## config.mk

```make
export PLATFORM = sky130hd
export DESIGN_NAME = sls_ram
export DESIGN_NICKNAME = d
export VERILOG_FILES = /design/src/rtl/core/sls_ram.sv
export SDC_FILE = /design/constraint.sdc
export NUM_CORES = 1
export LEC_CHECK = 0
export BUFFER_PORTS_ARGS = -buffer_cell sky130_fd_sc_hd__buf_4
export CORE_MARGIN = 2
export CORE_UTILIZATION = 45
export DETAILED_ROUTE_END_ITERATION = 16
export GPL_TIMING_DRIVEN = 0
export PLACE_DENSITY = 0.63
export SYNTH_ARGS = -nofsm -noshare
export SYNTH_HDL_FRONTEND = slang
export SYNTH_SLANG_ARGS = --single-unit
```

## constraint.sdc

```tcl
create_clock -name i_clk -period 4.4 [get_ports i_clk]
set_input_delay 1.1 -clock i_clk [delete_from_list [all_inputs] [get_ports i_clk]]
set_output_delay 1.1 -clock i_clk [all_outputs]
set_load 0.02 [all_outputs]
```

## src/rtl/core/sls_ram.sv

```systemverilog
// ----------------------------------------------------------------------------
// Generic RAM
// Simple dual-port synchronous RAM, one write and one registered read port.
// ----------------------------------------------------------------------------
module sls_ram #(
    parameter int WIDTH = 8,
    parameter int DEPTH = 16
) (
    input  logic                     i_clk,
    input  logic                     i_we,
    input  logic [$clog2(DEPTH)-1:0] i_waddr,
    input  logic [WIDTH-1:0]         i_wdata,
    input  logic [$clog2(DEPTH)-1:0] i_raddr,
    output logic [WIDTH-1:0]         o_rdata
);

    logic [WIDTH-1:0] r_mem [DEPTH];
    logic [WIDTH-1:0] r_rdata;

    always_ff @(posedge i_clk) begin
        if (i_we) begin
            r_mem[i_waddr] <= i_wdata;
        end
        r_rdata <= r_mem[i_raddr];
    end

    assign o_rdata = r_rdata;

endmodule

```

Yosys cells after proc, flatten, opt, wreduce, memory -nomap -nowiden
Memories as Yosys holds them, arrays and structs flattened. A register that Yosys moved wholly into a read port is not among the register bits.
Cells that the tools add are included.

cells by class
  mux-type cells = 2

operators by type and width
  operator  count
  $mux W1   2

word-level totals
  register bits = 0
  memory bits (writable) = 128
  bits of input ports = 18
  output and inout bits = 8
  logic and storage cells = 3
  memories = 1

memories
  memory  words  bits a word  read ports  clocked after Yosys merged registers in  write ports  RTL line  text
  r_mem   16     8            1           1                                        1            17        logic [WIDTH-1:0] r_mem [DEPTH];

Depth between registers and ports, before layout
  depth in word-level cells = 2
  gate-level depth with buffers = 5
  mapped depth without buffers = 3

Least setup slack after synthesis
OpenSTA, ideal clock, no wires.

  path kind = input-to-reg
  start = input port i_waddr[2]
  end = memory r_mem[0][0], enable pin
  setup time = 0.383 ns
  arrival = 2.210 ns
  data required time = 4.017 ns
  slack = 1.807 ns
  stages = 2
  path buffers = 0
  path through = or3b_2 > nor3_1

RTL lines
  what             RTL line  text
  start, declared  11        input logic [$clog2(DEPTH)-1:0] i_waddr,
  end, declared    17

Straight into the memory's write port.

Final worst setup path
  start = input port i_waddr[2]
  end = memory r_mem[0][4], enable pin

Straight into the memory's write port.

==> impl_results.html <==
<table>
<tr><th>Metric</th><th>Value</th></tr>
<tr><th colspan="2">Run status</th></tr>
<tr><td>Status</td><td>completed</td></tr>
<tr><th colspan="2">Place</th></tr>
<tr><td>DPL Wire Length</td><td>5962 um</td></tr>
<tr><td>Count of port buffers added during placement</td><td>24</td></tr>
<tr><td>Final RePlAce weighted congestion</td><td>0.7384</td></tr>
<tr><td>Dpl cell area</td><td>5507 um^2</td></tr>
<tr><td>Post-placement setup slack</td><td>1227 ps</td></tr>
<tr><th colspan="2">Cells and area</th></tr>
<tr><td>Ratio of cells with drive above 1 in the final layout</td><td>0.2737</td></tr>
<tr><td>Post-layout nets</td><td>290</td></tr>
<tr><td>Diodes inserted</td><td>0</td></tr>
<tr><td>Area of all placed cells without fillers</td><td>6033 um^2</td></tr>
<tr><td>Layout overhead on the synthesized area</td><td>17.21%</td></tr>
<tr><th colspan="2">Synth</th></tr>
<tr><td>Adder and majority cell fraction of the synthesized area</td><td>0</td></tr>
<tr><td>Async S/R FF share, synth</td><td>0</td></tr>
<tr><td>Cell taking the most area after synthesis</td><td>edfxtp_1</td></tr>
<tr><td>Leading post-synthesis cells by cell area</td><td>edfxtp_1 75%, mux4_2 7.9%, mux4_1 7.1%</td></tr>
<tr><td>Mux contribution to synthesized area</td><td>0.1502</td></tr>
<tr><td>Count of unique library cells instantiated by Yosys</td><td>19</td></tr>
<tr><td>Leading cell types by count after synthesis</td><td>128 x edfxtp_1, 18 x mux4_2, 16 x a22oi_1, 14 x mux4_1, 13 x nor2_1</td></tr>
<tr><td>Syn Nets</td><td>247</td></tr>
<tr><td>Simple-gate area share of the yosys netlist</td><td>0.03184</td></tr>
<tr><td>Complex-gate fraction of the synthesized area</td><td>0.02333</td></tr>
<tr><td>Portion of synthesized cell area occupied by the leading cell type</td><td>0.7467</td></tr>
<tr><td>Flop and latch count out of synthesis</td><td>136</td></tr>
<tr><td>Number of enable flip-flop cells after synthesis</td><td>128</td></tr>
<tr><td>Sequential element share of the synthesized area</td><td>0.7778</td></tr>
<tr><td>Most repeated cell in the gate-level netlist after synthesis</td><td>edfxtp_1</td></tr>
<tr><td>Top_reg_cell synth</td><td>edfxtp_1</td></tr>
<tr><td>Synth warn</td><td>0</td></tr>
<tr><td>Cells after Synth</td><td>229</td></tr>
<tr><td>Syn avg cell area</td><td>22.48 um^2</td></tr>
<tr><td>Combined area of all synthesized cells</td><td>5147 um^2</td></tr>
<tr><td>Xor-xnor portion of the synthesized cell area</td><td>0</td></tr>
<tr><td>Combinational family with the most area after synthesis</td><td>multiplexers</td></tr>
<tr><th colspan="2">Route</th></tr>
<tr><td>Post-detailed-route wirelength per cell</td><td>22.32 um</td></tr>
<tr><td>Post-route DRC violation count</td><td>0</td></tr>
<tr><td>Post-DRT Antenna Nets</td><td>0</td></tr>
<tr><td>Detailed Routing Iterations Pass 1</td><td>4</td></tr>
<tr><td>Wirelength, routed</td><td>9554 um</td></tr>
<tr><td>Detailed-route vias per instance</td><td>5.498</td></tr>
<tr><td>Vias after detailed routing</td><td>2353</td></tr>
<tr><td>Number of violations reported at the end of detailed-routing iteration 0</td><td>196</td></tr>
<tr><th colspan="2">STA</th></tr>
<tr><td>Number of endpoints with negative hold slack in the final report</td><td>0</td></tr>
<tr><td>Setup repair after global routing missed its margin</td><td>no</td></tr>
<tr><td>Setup clock skew after layout</td><td>7.588 ps</td></tr>
<tr><td>Achievable frequency</td><td>0.3686 GHz</td></tr>
<tr><td>Slew of the pin with the lowest slew margin</td><td>1270 ps</td></tr>
<tr><td>Total count of max-transition violations in the final report</td><td>0</td></tr>
<tr><td>Setup violators final</td><td>0</td></tr>
<tr><td>Final Cycle Share</td><td>0.6167</td></tr>
<tr><td>Final Critical Period</td><td>2713 ps</td></tr>
<tr><td>Setup TNS</td><td>0 ps</td></tr>
<tr><td>Minimum setup slack in the final design</td><td>1687 ps</td></tr>
<tr><td>Relative slew slack</td><td>0.1468</td></tr>
<tr><th colspan="2">Floorplanning</th></tr>
<tr><td>Horiz. Die Dim</td><td>111.0 um</td></tr>
<tr><td>Full die area</td><td>12310 um^2</td></tr>
<tr><td>Floorplan die height</td><td>111.0 um</td></tr>
<tr><td>Number of top-level pins</td><td>26</td></tr>
<tr><td>Number of placement rows</td><td>39</td></tr>
<tr><td>Core box area</td><td>11270 um^2</td></tr>
<tr><td>Initial cell density of the core</td><td>0.4567</td></tr>
<tr><th colspan="2">Clock tree</th></tr>
<tr><td>CTS tree</td><td>yes</td></tr>
<tr><td>Number of buffers created by CTS</td><td>17</td></tr>
<tr><td>Clock tree sinks</td><td>136</td></tr>
<tr><td>Number of levels the H-tree was split into</td><td>4</td></tr>
<tr><td>Number of cells upsized or downsized after cts</td><td>0</td></tr>
<tr><td>Hold-fix buffer count after cts</td><td>0</td></tr>
<tr><td>Skew-Pair Late Insertion Delay</td><td>410 ps</td></tr>
<tr><td>CTS clock-pin slew for the worst setup and hold paths</td><td>50 ps</td></tr>
<tr><td>Buffers inserted by post-CTS timing repair</td><td>0</td></tr>
<tr><td>Clock Root Buffer</td><td>clkbuf_16</td></tr>
<tr><td>Clock buffer depth</td><td>2</td></tr>
<tr><th colspan="2">Power and ir drop</th></tr>
<tr><td>Pwr Density</td><td>474.0 nW/um^2</td></tr>
<tr><td>Worst IR drop on VDD</td><td>0.1975 mV</td></tr>
<tr><td>Lkg Pwr</td><td>2.020 nW</td></tr>
<tr><th colspan="2">Critical path</th></tr>
<tr><td>Data required time of the worst path</td><td>4420 ps</td></tr>
<tr><td>Startpoint-to-endpoint class of the critical path</td><td>in2reg</td></tr>
<tr><td>Category of the worst setup path capture point</td><td>register</td></tr>
<tr><td>CP Launch Type</td><td>input port</td></tr>
<tr><td>Arrival time of the worst setup path</td><td>2730 ps</td></tr>
<tr><td>Maximum fanout count along the critical path</td><td>8</td></tr>
<tr><th colspan="2">Min path</th></tr>
<tr><td>Hold Path Class</td><td>reg2reg</td></tr>
<tr><th colspan="2">Global routing</th></tr>
<tr><td>Global-route wire length before repair</td><td>14460 um</td></tr>
<tr><td>Total global routing overflow</td><td>0</td></tr>
<tr><td>All-Layer GR Usage</td><td>0.1677</td></tr>
<tr><td>Maximum number of pins on one net before global-route repair</td><td>17</td></tr>
<tr><td>Via count of the first global-routing pass</td><td>2398</td></tr>
<tr><td>Initial antenna violation count</td><td>0</td></tr>
<tr><th colspan="2">Run</th></tr>
<tr><td># Max-Cap Violations</td><td>0</td></tr>
</table>
critical path: stages:
cell    delay (ps)
buf_4          120
or3b_2         530
nor3_1         970
worst paths after layout:
check                     from           to  slack [ps]  cells past startpoint
setup / recovery    i_waddr[2]  r_mem[0][4]        1690                      3
hold / removal     r_mem[8][4]   o_rdata[4]         680                      3
setup reg to reg  r_mem[10][7]   o_rdata[7]        2960                      3
hold reg to reg    r_mem[8][4]   o_rdata[4]         680                      3
area by class of cell:
cell class              instances  area [um^2]
clock buffers                  28        506.7
multi-input cells              83         1057
plain buffers                  10        86.33
clock inverters                 4        20.02
fillers                       862         5239
flip-flops and latches        136         4004
well taps                     143        178.9
repair buffers                 24        180.2
where the power goes:
part	leakage, nW	switching [mW]	internal (mW)
Clock	0.262	0.473	0.776
Combinational	0.534	0.0879	0.0666
Sequential	1.22	0.00663	1.45
placed cells by master, fill, tap and decap left out:
cell,instances
edfxtp_1,128
buf_4,25
mux4_2,18
clkbuf_16,17
a22oi_1,16
mux4_1,14
nor2_1,13
nand2_1,9
dfxtp_1,8
clkbuf_1,7
nor3_1,4
clkinv_2,4
clkbuf_8,4
buf_6,3
buf_2,3
clkdlybuf4s25_2,3
nand3b_1,2
nand2b_1,2
nor2b_1,1
and2_1,1
and2b_1,1
nand3_1,1
or3b_2,1
routing by layer:
metal,vias up,part of all wire,GRT usage
met1,1212,0.43,0.2275
li1,1056,-,-
met3,12,0.062,0.04046
met2,73,0.49,0.2650
met4,0,0.012,0.06750
met5,-,0,0
sequential cells by signal, indices dropped and copies added, names as in the netlist:
register  count
o_rdata       8
r_mem       128
cells by family (layout without fill, tap and decap cells):
family / Yosys count / after routing
flops: 136 / 136
simple gates: 35 / 35
mux: 32 / 32
compound gates: 16 / 16
buf+inv: 10 / 66
stage by stage:
| step | cells | hold slack, ps | util | total power, mW |
|---|---|---|---|---|
| after floorplan | 229 | 629.3 | - | 1.566 |
| after global placement | 396 | 660.0 | 0.4885 | 1.634 |
| after detailed placement | 396 | 667.4 | 0.4885 | 1.639 |
| after CTS | 428 | 680.9 | 0.5352 | 2.874 |
| after global routing | 428 | 711.0 | 0.5352 | 2.939 |
| final | 428 | 679.2 | 0.5352 | 2.859 |
(Power assumes the default switching activity.)
