===== src/rtl/core/sls_pkg.sv =====
// ----------------------------------------------------------------------------
// Soft limiter package
// Shared constants, codes and types of the stereo look-ahead soft limiter.
// ----------------------------------------------------------------------------
package sls_pkg;

    localparam int FRAME_DEPTH  = 64;
    localparam int SAMPLE_WIDTH = 24;
    localparam int ADDR_W       = $clog2(FRAME_DEPTH);
    localparam int CNT_W        = $clog2(FRAME_DEPTH + 1);

    localparam int CFG_IDX_W  = 2;
    localparam int CFG_DATA_W = 16;

    // Divider operand widths.
    localparam int DIV_NUM_W = 48;
    localparam int DIV_DEN_W = SAMPLE_WIDTH + 16;

    // Datapath widths.
    localparam int SG_W = SAMPLE_WIDTH + 17;
    localparam int D_W  = SAMPLE_WIDTH + 18;
    localparam int PK_W = SAMPLE_WIDTH + 33;
    localparam int PL_W = 43;
    localparam int PH_W = 18 + D_W - 24;
    localparam int X_W  = SAMPLE_WIDTH + 40;

    localparam logic [31:0] K_MAX = 32'h8000_0000;
    localparam logic [16:0] A_MAX = 17'h1_0000;

    typedef enum logic [CFG_IDX_W-1:0] {
        CFG_GAIN_L,
        CFG_GAIN_R,
        CFG_LIMIT,
        CFG_RELEASE
    } t_cfg_idx;

    typedef enum logic [1:0] {
        SIGN_NONE,
        SIGN_POS,
        SIGN_NEG
    } t_sign;

    typedef enum logic [3:0] {
        S_IDLE,
        S_PRE_RD,
        S_PRE_L,
        S_PRE_R,
        S_DIV_LOAD,
        S_DIV_RUN,
        S_RD,
        S_MUL1,
        S_MUL2,
        S_FIN,
        S_OUT
    } t_state;

    typedef enum logic [1:0] {
        JOB_KC,
        JOB_KP,
        JOB_FIT
    } t_job;

    typedef enum logic [1:0] {
        MODE_GAIN,
        MODE_FIT,
        MODE_KP,
        MODE_KC
    } t_mode;

    typedef struct packed {
        logic                 start;
        logic [DIV_NUM_W-1:0] num;
        logic [DIV_DEN_W-1:0] den;
    } t_div_req;

    typedef struct packed {
        logic                 done;
        logic [DIV_NUM_W-1:0] quo;
    } t_div_rsp;

endpackage


===== src/rtl/core/sls_div.sv =====
// ----------------------------------------------------------------------------
// Soft limiter divider
// Unsigned restoring divider, one quotient bit per cycle.
// ----------------------------------------------------------------------------
module sls_div (
    input  logic              i_clk,
    input  logic              i_rst_n,
    input  sls_pkg::t_div_req i_req,
    output sls_pkg::t_div_rsp o_rsp
);

    logic                               r_busy;
    logic                               r_done;
    logic [$clog2(sls_pkg::DIV_NUM_W)-1:0] r_cnt;
    logic [sls_pkg::DIV_DEN_W:0]        r_rem;
    logic [sls_pkg::DIV_NUM_W-1:0]      r_quo;
    logic [sls_pkg::DIV_DEN_W-1:0]      r_den;

    logic [sls_pkg::DIV_DEN_W:0]        rem_sh;
    logic [sls_pkg::DIV_DEN_W:0]        rem_nx;
    logic                               ge;

    always_comb begin
        rem_sh = {r_rem[sls_pkg::DIV_DEN_W-1:0], r_quo[sls_pkg::DIV_NUM_W-1]};
        ge     = rem_sh >= {1'b0, r_den};
        rem_nx = ge ? (rem_sh - {1'b0, r_den}) : rem_sh;
    end

    always_ff @(posedge i_clk) begin
        if (!i_rst_n) begin
            r_busy <= 1'b0;
            r_done <= 1'b0;
            r_cnt  <= '0;
        end else begin
            r_done <= 1'b0;
            if (i_req.start) begin
                r_busy <= 1'b1;
                r_cnt  <= '0;
                r_rem  <= '0;
                r_quo  <= i_req.num;
                r_den  <= i_req.den;
            end else if (r_busy) begin
                r_rem <= rem_nx;
                r_quo <= {r_quo[sls_pkg::DIV_NUM_W-2:0], ge};
                r_cnt <= r_cnt + 1'b1;
                if (r_cnt == ($clog2(sls_pkg::DIV_NUM_W))'(sls_pkg::DIV_NUM_W - 1)) begin
                    r_busy <= 1'b0;
                    r_done <= 1'b1;
                end
            end
        end
    end

    assign o_rsp.done = r_done;
    assign o_rsp.quo  = r_quo;

endmodule


===== config.mk =====
export PLATFORM = sky130hd
export DESIGN_NAME = sls_div
export DESIGN_NICKNAME = d
export VERILOG_FILES = /design/src/rtl/core/sls_pkg.sv /design/src/rtl/core/sls_div.sv
export SDC_FILE = /design/constraint.sdc
export NUM_CORES = 1
export LEC_CHECK = 0
export CORE_MARGIN = 4
export CORE_UTILIZATION = 40
export DETAILED_ROUTE_END_ITERATION = 8
export DONT_BUFFER_PORTS = 1
export PLACE_DENSITY = 0.53
export SLEW_MARGIN = 5
export SYNTH_ARGS = -nofsm -noshare
export SYNTH_HDL_FRONTEND = slang
export SYNTH_SLANG_ARGS = --single-unit

===== constraint.sdc =====
create_clock -name i_clk -period 5.8 [get_ports i_clk]
set_clock_uncertainty 0.1 [all_clocks]
set_input_delay 0.87 -clock i_clk [delete_from_list [all_inputs] [get_ports i_clk]]
set_output_delay 0.87 -clock i_clk [all_outputs]
set_load 0.005 [all_outputs]

# Word-level counts from Yosys, hierarchy flattened
# Cells that the tools add are included.
# Widths: inputs -> output; s select.
word_totals:
  output_inout_bits: 49
  elab_cells: 25
  input_bits: 91
  ff_bits: 136
op_classes:
  muxes: 8
  magnitude_cmp: 1
  eq_ne: 1
  bitwise_logic: 2
  n_reduce_logical: 5
  add_sub_neg: 2
op_table:
  columns: ["cell", "n"]
  rows:
  - ["$mux 48", 2]
  - ["$mux 40", 2]
  - ["$ge 41x40->1", 1]
  - ["$sub 40x40->40", 1]
  - ["$add 6x1->6 const B", 1]
  - ["$eq 6x6->1 const B", 1]
  - ["$mux 1", 4]
  - ["$reduce_and 2->1", 2]
  - ["$reduce_or 3->1", 1]
  - ["$not 1->1", 2]
  - ["$reduce_bool 2->1", 1]
  - ["$reduce_or 2->1", 1]

# Logic depth before layout (Yosys ltp)
depth:
  word_depth: 4
  mapped_depth: 14
  depth_no_buf: 12

# Worst setup path after synthesis
# No wires, ideal clock.
synth_path:
  path_kind: "input port to flip-flop"
  startpoint: "in i_req[88] (netlist bit)"
  endpoint: "reg r_quo[0] (netlist bit) (enable)"
  setup_time_ns: 0.454
  path_buffers: 2
  arrival_ns: 3.480
  slack_ns: 1.766
  stages: 3
  path_cell_list: "clkbuf_1 clkbuf_1 o21a_1"
synth_via:
  elab_chain_cells: 2
synth_rtl:
  columns: ["element", "line", "text"]
  rows:
  - ["from (decl)", "sls_div.sv:8", "input sls_pkg::t_div_req i_req,"]
  - ["$reduce_bool 2->1 (no source line)", null, null]
  - ["$reduce_and 2->1 (no source line)", null, null]
  - ["to (signal assigned)", "sls_div.sv:40", "r_quo <= i_req.num;"]
  - ["to (signal assigned)", "sls_div.sv:44", "r_quo <= {r_quo[sls_pkg::DIV_NUM_W-2:0], ge};"]
  - ["to (decl)", "sls_div.sv:16", "logic [sls_pkg::DIV_NUM_W-1:0] r_quo;"]
# Every way passes these cells.
# A chain may end at the register's enable or synchronous reset.

# Worst setup path after layout
layout_path:
  startpoint: "reg r_rem[17] (netlist bit)"
  endpoint: "reg r_rem[31] (netlist bit) (data pin)"
layout_via:
  elab_chain_cells: 3
  elab_cells_between_ends: 4
layout_rtl:
  columns: ["element", "line", "text"]
  rows:
  - ["from (decl)", "sls_div.sv:15", "logic [sls_pkg::DIV_DEN_W:0] r_rem;"]
  - ["from (signal assigned)", "sls_div.sv:43", "r_rem <= rem_nx;"]
  - ["$sub 40x40->40 / $ge 41x40->1 (equally long branches)", "sls_div.sv:26, sls_div.sv:25", null]
  - ["$mux 40 *", "sls_div.sv:26", "rem_nx = ge ? (rem_sh - {1'b0, r_den}) : rem_sh;"]
  - ["$mux 40 *", "sls_div.sv:42", "end else if (r_busy) begin"]
# Every way passes the cells marked *; elsewhere a longest branch is shown, timed or not. The select of a mux whose other input is x is not followed.

==> flow_summary.json <==
{
  "grt_pass1_vias": 5625,
  "cp-start-kind": "flip-flop",
  "synth_simple_gate_area_share_pct": 9.94,
  "first_pass_iters": 5,
  "core_area_um2": 19500,
  "antenna_found_initial": 0,
  "viasPerCell": 5.49,
  "synthMuxAreaShare_pct": 9.83,
  "drv_slew": 0,
  "power_density_nw_per_um2": 345,
  "synthTopCellsByArea": "edfxtp_1 48%, mux2_2 6.6%, ha_1 6.4%, mux2i_1 3.0%, inv_1 2.6%",
  "async_flop_share_pct": 0,
  "dieWidth_um": 149,
  "grt_pass1_wl_mm": 29.4,
  "period_needed_ns": 3.86,
  "synth_top_area_cell": "edfxtp_1",
  "fin_setup_tns_ns": 0,
  "n_fill_cell": 1866,
  "period_share_pct": 66.5,
  "io_buffers": 0,
  "finalHoldViolCount": 0,
  "synth_top_family_by_area": "compound AO/OA/AOI/OAI gates",
  "critPathKind": "reg2reg",
  "cts_tree": "yes",
  "floorplan.io_pins": 140,
  "num_antenna_cells": 0,
  "rsz0062_at_grt": "no",
  "drc": 0,
  "cts_buffers": 17,
  "synth_edf_count": 128,
  "synth-compound-area-share_pct": 14.7,
  "yosys_register_bits": 136,
  "tightest_slew_ns": 1.12,
  "cts_sinks": 136,
  "max_cap_violations": 0,
  "wl_per_cell_um": 18.8,
  "timing.fmax_mhz": 259,
  "die_y_um": 149,
  "synthCells": 692,
  "setup_viol": 0,
  "cp.required_ns": 5.88,
  "fp-row-count": 51,
  "path_clk_slew_ns": 0.08,
  "peakVddDrop_uv": 190,
  "clock_path_buffers": 2,
  "initial_utilization_pct": 40.9,
  "synth_adder_area_share_pct": 6.68,
  "drtIter0Drc": 290,
  "path_max_fanout": 40,
  "status": "finished clean",
  "grt.total_usage_pct": 16.7,
  "syn_area_um2": 7980,
  "avgSynthCellArea_um2": 11.5,
  "area_delta_synth_final_pct": 10.1,
  "worstPathArrival_ns": 3.93,
  "max_slew_margin_pct": 25.2,
  "post_cts_resize_count": 0,
  "final_nets": 815,
  "synth_fp_nets": 825,
  "die_area_um2": 22300,
  "wl_mm": 18.1,
  "cts_hold_buffers": 0,
  "drive_gt1_share_pct": 15.7,
  "ant_nets": 0,
  "cts_setup_buffers": 0,
  "endpoint_kind": "flip-flop",
  "finalWeightedCongestion": 0.856,
  "hold_path.class": "in2reg",
  "synth.most_common_cell": "edfxtp_1",
  "yosysWarningCount": 0,
  "yosysUniqueCellTypes": 71,
  "dpl.hpwl_mm": 12.8,
  "insertion_delay_ns": 0.43,
  "htree_num_levels": 4,
  "postLayoutCoreUtil_pct": 45.0,
  "clockRootBuffer": "clkbuf_16",
  "synthXorXnorAreaFrac_pct": 3.95,
  "grt_max_degree": 91,
  "yosys_most_used_dff": "edfxtp_1",
  "finalPower_mw": 3.03,
  "grt_overflow": 0,
  "yosysTopAreaCellShare_pct": 48.1,
  "seq_area_frac_synth_pct": 50.1,
  "ys_top_cells_by_count": "128 x edfxtp_1, 56 x inv_1, 52 x nor2_1",
  "p_leak_nw": 3.39,
  "num_vias": 5274
}
-- sequential cells by signal, summed over array words and instances, names as in the netlist --
| register | count |
|---|---|
| r_den | 40 |
| r_quo | 48 |
| r_busy | 1 |
| r_cnt | 6 |
| r_rem | 40 |
| r_done | 1 |
-- logic make-up after synthesis --
family                   count (synthesis)
AO/OA/AOI/OAI                          160
AND/OR/NAND/NOR                        160
flip-flops                             136
buffers and inverters                   86
multiplexers                            72
adder cells (fa/ha/maj)                 42
XOR/XNOR                                36
-- layout make-up --
class                   instances  area [um^2]  share of cell area [%]
repair buffers                  1         7.51                  0.0854
flip-flops and latches        136         4000                    45.5
clock buffers                  17          425                    4.84
inverters                      56          210                    2.39
multi-input cells             470         3610                    41.1
well taps                     265          332                    3.77
clock inverters                15          203                    2.31
-- final timing paths --
| path | endpoint | startpoint | slack [ns] | cells after the start |
|---|---|---|---|---|
| setup / recovery | r_rem[31] | r_rem[17] | 1.94 | 9 |
| hold / removal | r_den[26] | i_req[26] | 0.43 | 0 |
| setup reg to reg | r_rem[31] | r_rem[17] | 1.94 | 9 |
| hold reg to reg | r_cnt[5] | r_cnt[5] | 0.45 | 2 |
-- per-layer routing --
layer | vias to the layer above | GRT usage [%] | share of wire [%]
li1 | 2548 | - | -
met1 | 2552 | 20.0 | 42
met2 | 164 | 28.0 | 48
met3 | 10 | 7.35 | 8.8
met4 | 0 | 3.71 | 0.85
met5 | - | 0 | 0
-- report_power, final --
| group | total [mW] | internal (mW) | switching (mW) | leakage, nW |
|---|---|---|---|---|
| sequential | 1.22 | 1.18 | 0.0452 | 1.29 |
| combinational | 0.634 | 0.268 | 0.366 | 1.80 |
| clock | 1.18 | 0.697 | 0.478 | 0.310 |
| total | 3.03 | 2.14 | 0.890 | 3.39 |
-- metrics by stage --
step	worst slack, ns	instance area (um^2)	cells	hold slack [ns]
after detailed placement	1.92	8160	928	0.413
after floorplan	1.77	7980	692	0.358
final	1.94	8790	960	0.428
after CTS	1.93	8790	960	0.413
after global routing	1.68	8790	960	0.404
after global placement	1.97	8160	928	0.370
-- worst max-delay path, stage by stage, from the launching register on --
cell,delay (ns)
edfxtp_1,0.39
ha_1,0.45
and3_4,0.28
nand2_2,0.10
nor4_4,0.31
a31oi_2,0.18
a2111oi_4,0.42
a2111o_2,0.96
mux2i_1,0.30
nor2_1,0.06
-- cells in the final DEF, fill, tap and decap left out, drive strengths merged, types with 4 or more instances in the layout --
cell type,instances
ha,41
o31ai,8
a21oi,42
inv,65
mux2,48
xnor2,21
a21o,19
a31oi,6
nor3,5
edfxtp,128
o21a,6
nand4,6
o21bai,5
nand2,37
nand2b,4
xor2,15
clkbuf,17
o21ai,26
dfxtp,8
and2,6
nor2,53
nor2b,6
or3,6
a211oi,14
mux2i,24
a21boi,5
nand3,17
and3,8
(Power assumes the default switching activity.)
